**src/rtl/core/tidis_pkg.sv**
```systemverilog
// ----------------------------------------------------------------------------
// tidis_pkg
// Types, constants and mask functions shared by the search unit.
// ----------------------------------------------------------------------------
package tidis_pkg;

   localparam int NPOS     = 16;
   localparam int POS_W    = 4;
   // Round counters hold any round count up to the largest supported limit.
   localparam int ROUND_W  = 6;
   localparam int COUNT_W  = 9;
   localparam int ROWCNT_W = 5;
   localparam int GRPCNT_W = 7;

   typedef logic [NPOS-1:0] mask_type;
   typedef logic [NPOS-1:0][NPOS-1:0] mask_set_type;

   typedef struct packed {
      logic [ROUND_W-1:0] fwd_left;
      logic [ROUND_W-1:0] bwd_left;
      mask_set_type       fwd;
      mask_set_type       bwd;
   } round_stage_type;

   // Row r rotated left by r.
   function automatic mask_type shift_rows(input mask_type m);
      mask_type o;
      o = '0;
      for (int r = 0; r < 4; r++) begin
         for (int c = 0; c < 4; c++) begin
            o[r*4+c] = m[r*4+((c+r)%4)];
         end
      end
      return o;
   endfunction

   // Row r rotated right by r.
   function automatic mask_type inv_shift_rows(input mask_type m);
      mask_type o;
      o = '0;
      for (int r = 0; r < 4; r++) begin
         for (int c = 0; c < 4; c++) begin
            o[r*4+c] = m[r*4+((c+4-r)%4)];
         end
      end
      return o;
   endfunction

   // A column with any active byte becomes fully active.
   function automatic mask_type column_rule(input mask_type m);
      mask_type o;
      logic     any;
      o = '0;
      for (int c = 0; c < 4; c++) begin
         any = m[c] | m[4+c] | m[8+c] | m[12+c];
         o[c] = any;
         o[4+c] = any;
         o[8+c] = any;
         o[12+c] = any;
      end
      return o;
   endfunction

endpackage

```
**src/rtl/core/tidis_round.sv**
```systemverilog
// ----------------------------------------------------------------------------
// tidis_round
// One pipeline stage applying at most one round to every start and end mask.
// ----------------------------------------------------------------------------
module tidis_round
   import tidis_pkg::*;
(
   input  logic            clock,
   input  logic            reset,
   input  logic            enable,
   input  logic            in_valid,
   input  round_stage_type in_stage,
   output logic            out_valid,
   output round_stage_type out_stage
);

   logic            valid_ff;
   round_stage_type stage_ff;
   round_stage_type stage_in;

   always_comb begin
      stage_in = in_stage;
      if (in_stage.fwd_left != '0) begin
         stage_in.fwd_left = in_stage.fwd_left - ROUND_W'(1);
         for (int s = 0; s < NPOS; s++) begin
            stage_in.fwd[s] = column_rule(shift_rows(in_stage.fwd[s]));
         end
      end
      if (in_stage.bwd_left != '0) begin
         stage_in.bwd_left = in_stage.bwd_left - ROUND_W'(1);
         for (int e = 0; e < NPOS; e++) begin
            stage_in.bwd[e] = inv_shift_rows(column_rule(in_stage.bwd[e]));
         end
      end
   end

   always_ff @(posedge clock) begin
      if (reset) begin
         valid_ff <= 1'b0;
      end else if (enable) begin
         valid_ff <= in_valid;
      end
   end

   always_ff @(posedge clock) begin
      if (enable) begin
         stage_ff <= stage_in;
      end
   end

   assign out_valid = valid_ff;
   assign out_stage = stage_ff;

endmodule

```
**config.mk**
```make
export PLATFORM = sky130hd
export DESIGN_NAME = tidis_round
export DESIGN_NICKNAME = d
export VERILOG_FILES = /design/src/rtl/core/tidis_pkg.sv /design/src/rtl/core/tidis_round.sv
export SDC_FILE = /design/constraint.sdc
export NUM_CORES = 1
export LEC_CHECK = 0
export ABC_AREA = 1
export BUFFER_PORTS_ARGS = -buffer_cell sky130_fd_sc_hd__buf_2
export CAP_MARGIN = 20
export CORE_AREA = 8 8 404 406
export CTS_CLUSTER_DIAMETER = 50
export DETAILED_ROUTE_END_ITERATION = 10
export DIE_AREA = 0 0 412 414
export PLACE_DENSITY = 0.3
export SLEW_MARGIN = 10
export SYNTH_ARGS = -nofsm -noshare
export SYNTH_HDL_FRONTEND = slang
export SYNTH_SLANG_ARGS = --single-unit
```
**constraint.sdc**
```tcl
create_clock -name clock -period 1.5 [get_ports clock]
set_input_delay 0.15 -clock clock [delete_from_list [all_inputs] [get_ports clock]]
set_output_delay 0.15 -clock clock [all_outputs]
set_load 0.01 [all_outputs]
```
==> results.sh <==
export IMPL_status="finished, violations left"
export IMPL_violations="negative setup slack"
export IMPL_peakVddDrop_mv=0.816
export IMPL_first_pass_iters=5
export IMPL_slew_viol_final=0
export IMPL_path_cells="buf_6"
export IMPL_clock_latency_ns=0.68
export IMPL_syn_area_per_cell_sq_um=11.5
export IMPL_tns_ns=-0.517
export IMPL_worst_setup_path_end_kind="output pin"
export IMPL_pwr_density_cell_nw_per_um2=1020
export IMPL_area_growth_pct=95.8
export IMPL_dieHeight_um=414
export IMPL_ys_seq_area_share_pct=70.3
export IMPL_post_route_util_pct=27.9
export IMPL_path_buf_inv=1
export IMPL_regToRegEndpoint="out_valid"
export IMPL_tightest_slew_ns=0.709
export IMPL_totalWireLength_um=140000
export IMPL_yosys_area_top_type="edfxtp_1"
export IMPL_path_delay_family="flip-flops"
export IMPL_synthCells=1948
export IMPL_drive_above_1_share_pct=37.9
export IMPL_hold_violations=0
export IMPL_required_ns=1.35
export IMPL_post_dp_cell_area_sq_um=31700
export IMPL_portBuffers=1052
export IMPL_finalWorstSetupSlack_ns=-0.0889
export IMPL_num_vias=23182
export IMPL_finalCritPeriodShare_pct=106
export IMPL_htree_num_levels=3
export IMPL_first_global_vias=25404
export IMPL_met2_length_um=70200
export IMPL_synthTopCellsByArea="edfxtp_1, o21ai_0, inv_1, nand2_1, o21ai_2"
export IMPL_ant_nets=0
export IMPL_grt_pass1_wl_um=190000
export IMPL_cp_arrival_ns=1.44
export IMPL_via_per_inst=3.75
export IMPL_seqCellArea_sq_um=15800
export IMPL_top_layer="met5"
export IMPL_path_clk_slew_ns=0.05
export IMPL_die_area_sq_um=171000
export IMPL_grt_max_degree=52
export IMPL_clkSinkCount=525
export IMPL_grt_usage_pct=15.4
export IMPL_cp_start_kind="register"
export IMPL_die_w_um=412
export IMPL_synthArstFlopShare_pct=0
export IMPL_cts_tree="built"
export IMPL_min_path_type="in2reg"
export IMPL_post_route_min_period_ns=1.59
export IMPL_crit_start="out_stage[225]"
export IMPL_synth_area_sq_um=22400
export IMPL_ctsRootBufferMaster="clkbuf_16"
export IMPL_stdcell_area_sq_um=43900
export IMPL_drv_cap=0
export IMPL_slew_headroom_pct=52.6
export IMPL_clk_path_buf_depth=3
export IMPL_finalClockSkew_ns=0
export IMPL_critPathCapture="out_stage[225]"
export IMPL_ios=1053
export IMPL_cp_slowest_stage_delay_ns=0.55
export IMPL_start_util_pct=14.3
export IMPL_synth_most_common_cell="edfxtp_1"
export IMPL_wl_met1_um=53600
export IMPL_placeableCoreArea_sq_um=157000
export IMPL_r2r_slack_ns=0.37
export IMPL_fillers=16700
export IMPL_multi_input_area_sq_um=4980
export IMPL_drc=0
export IMPL_fin_nets=4537
export IMPL_dr_first_iter_drc_count=1262
export IMPL_fmax_mhz=629
export IMPL_antenna_found_initial=53
export IMPL_crit_fanout=1
export IMPL_synth_nets=2480
export IMPL_setup_viol=28
export IMPL_cellLeakagePower_nw=18.7
export IMPL_worstReg2RegStart="out_valid"
export IMPL_reg2regPathDepth=3
export IMPL_synth_edf_count=524
export IMPL_slowest_stage="edfxtp_1"
export IMPL_critical_path_class="reg2out"
export IMPL_netlist_area_leader_share_pct=70.2
export IMPL_grt_overflow_total=0
export IMPL_ys_warn_count=0
export IMPL_synth_ff_type="edfxtp_1"
export IMPL_place_ws_ns=-0.327
export IMPL_synth_cell_types=25
export IMPL_finalPower_mw=44.9
export IMPL_hpwl_um=112000
export IMPL_path_depth=1
export IMPL_met3RoutedLength_um=11800
export IMPL_gp_congestion=0.862
export IMPL_synth_common_cells="edfxtp_1, inv_1, o21ai_0, nand2_1, nand3_1"
export IMPL_post_drt_wl_per_cell_um=22.7
export IMPL_rsz0062_at_grt="true"
export IMPL_numCtsBuffers=91
export IMPL_ys_ff_latch=525
export IMPL_rows=146
==> stage by stage <==
stage	hold WS (ns)	cells
6_report	0.0242	6185
5_1_grt	0.0262	6174
4_1_cts	-0.00579	6143
3_5_place_dp	0.316	5174
3_3_place_gp	0.313	5174
2_1_floorplan	0.222	1948
==> cell type report <==
type,count,share of cell area [%]
Timing Repair Buffer,2034,36.0
Antenna cell,33,0.188
Sequential cell,525,35.9
Tap cell,2072,5.91
Inverter,442,3.81
Multi-Input combinational cell,911,11.3
Clock inverter,60,1.39
Clock buffer,108,5.43
==> registers in the layout, summed over array words and instances (netlist names) <==
register,count
out_valid,1
out_stage,524
==> routing by layer <==
| metal | global-route usage, % | vias up |
|---|---|---|
| met5 | 0 | - |
| met4 | 5.04 | 22 |
| met3 | 5.38 | 201 |
| met2 | 27.5 | 944 |
| met1 | 17.0 | 11133 |
| li1 | - | 10882 |
==> cell families after synthesis <==
group	after synthesis	share of synthesized area, %
simple gates	346	6.69
mux	1	0.0446
xor+xnor	2	0.0781
fa+ha+maj	4	0.223
flops	525	70.3
compound gates	558	13.7
buf+inv	512	8.99
==> worst min path at each step <==
stage	slack, ns	cells after the start	start	end
after floorplan	0.22	1	reset	out_valid
after global placement	0.31	2	reset	out_valid
after detailed placement	0.32	2	reset	out_valid
after CTS	-0.006	5	in_stage[315]	out_stage[309]
after global routing	0.03	3	enable	out_stage[414]
final	0.02	5	in_stage[405]	out_stage[400]
==> power breakdown <==
| group | total (mW) | leakage (nW) | switching, mW | internal (mW) |
|---|---|---|---|---|
| registers | 17.7 | 5.27 | 0.443 | 17.3 |
| logic | 6.57 | 12.0 | 3.47 | 3.11 |
| clock network | 20.6 | 1.41 | 8.05 | 12.5 |
==> placed cells by master (no fill, tap or decap), types with 3 or more instances in the layout <==
master	n
buf_2	981
dlygate4sd3_1	759
edfxtp_1	524
inv_1	408
o21ai_0	334
nand2_1	189
buf_4	146
nand3_1	124
o21ai_1	110
clkbuf_16	101
o21ai_2	94
buf_6	64
buf_12	41
diode_2	33
inv_2	30
dlymetal6s4s_1	29
o21ai_4	16
nor2_1	16
clkbuf_1	15
clkinv_1	13
clkinvlp_4	13
clkinv_2	9
nand3_2	7
clkinv_4	7
bufinv_16	6
inv_6	6
a21oi_1	4
buf_8	4
nor2_2	3
inv_4	3
==> what timing repair did <==
| item | 4_1_cts | 5_1_grt |
|---|---|---|
| pin swaps | 0 | 23 |
| buffers inserted | 0 | 16 |
| gates cloned | 0 | 8 |
| hold buffers | 801 | 4 |
| resized for setup | 103 | 246 |
| hold endpoints to repair | 578 | 4 |
| endpoints found under the setup margin | 95 | 274 |
Power figures use the tool's default switching activity.
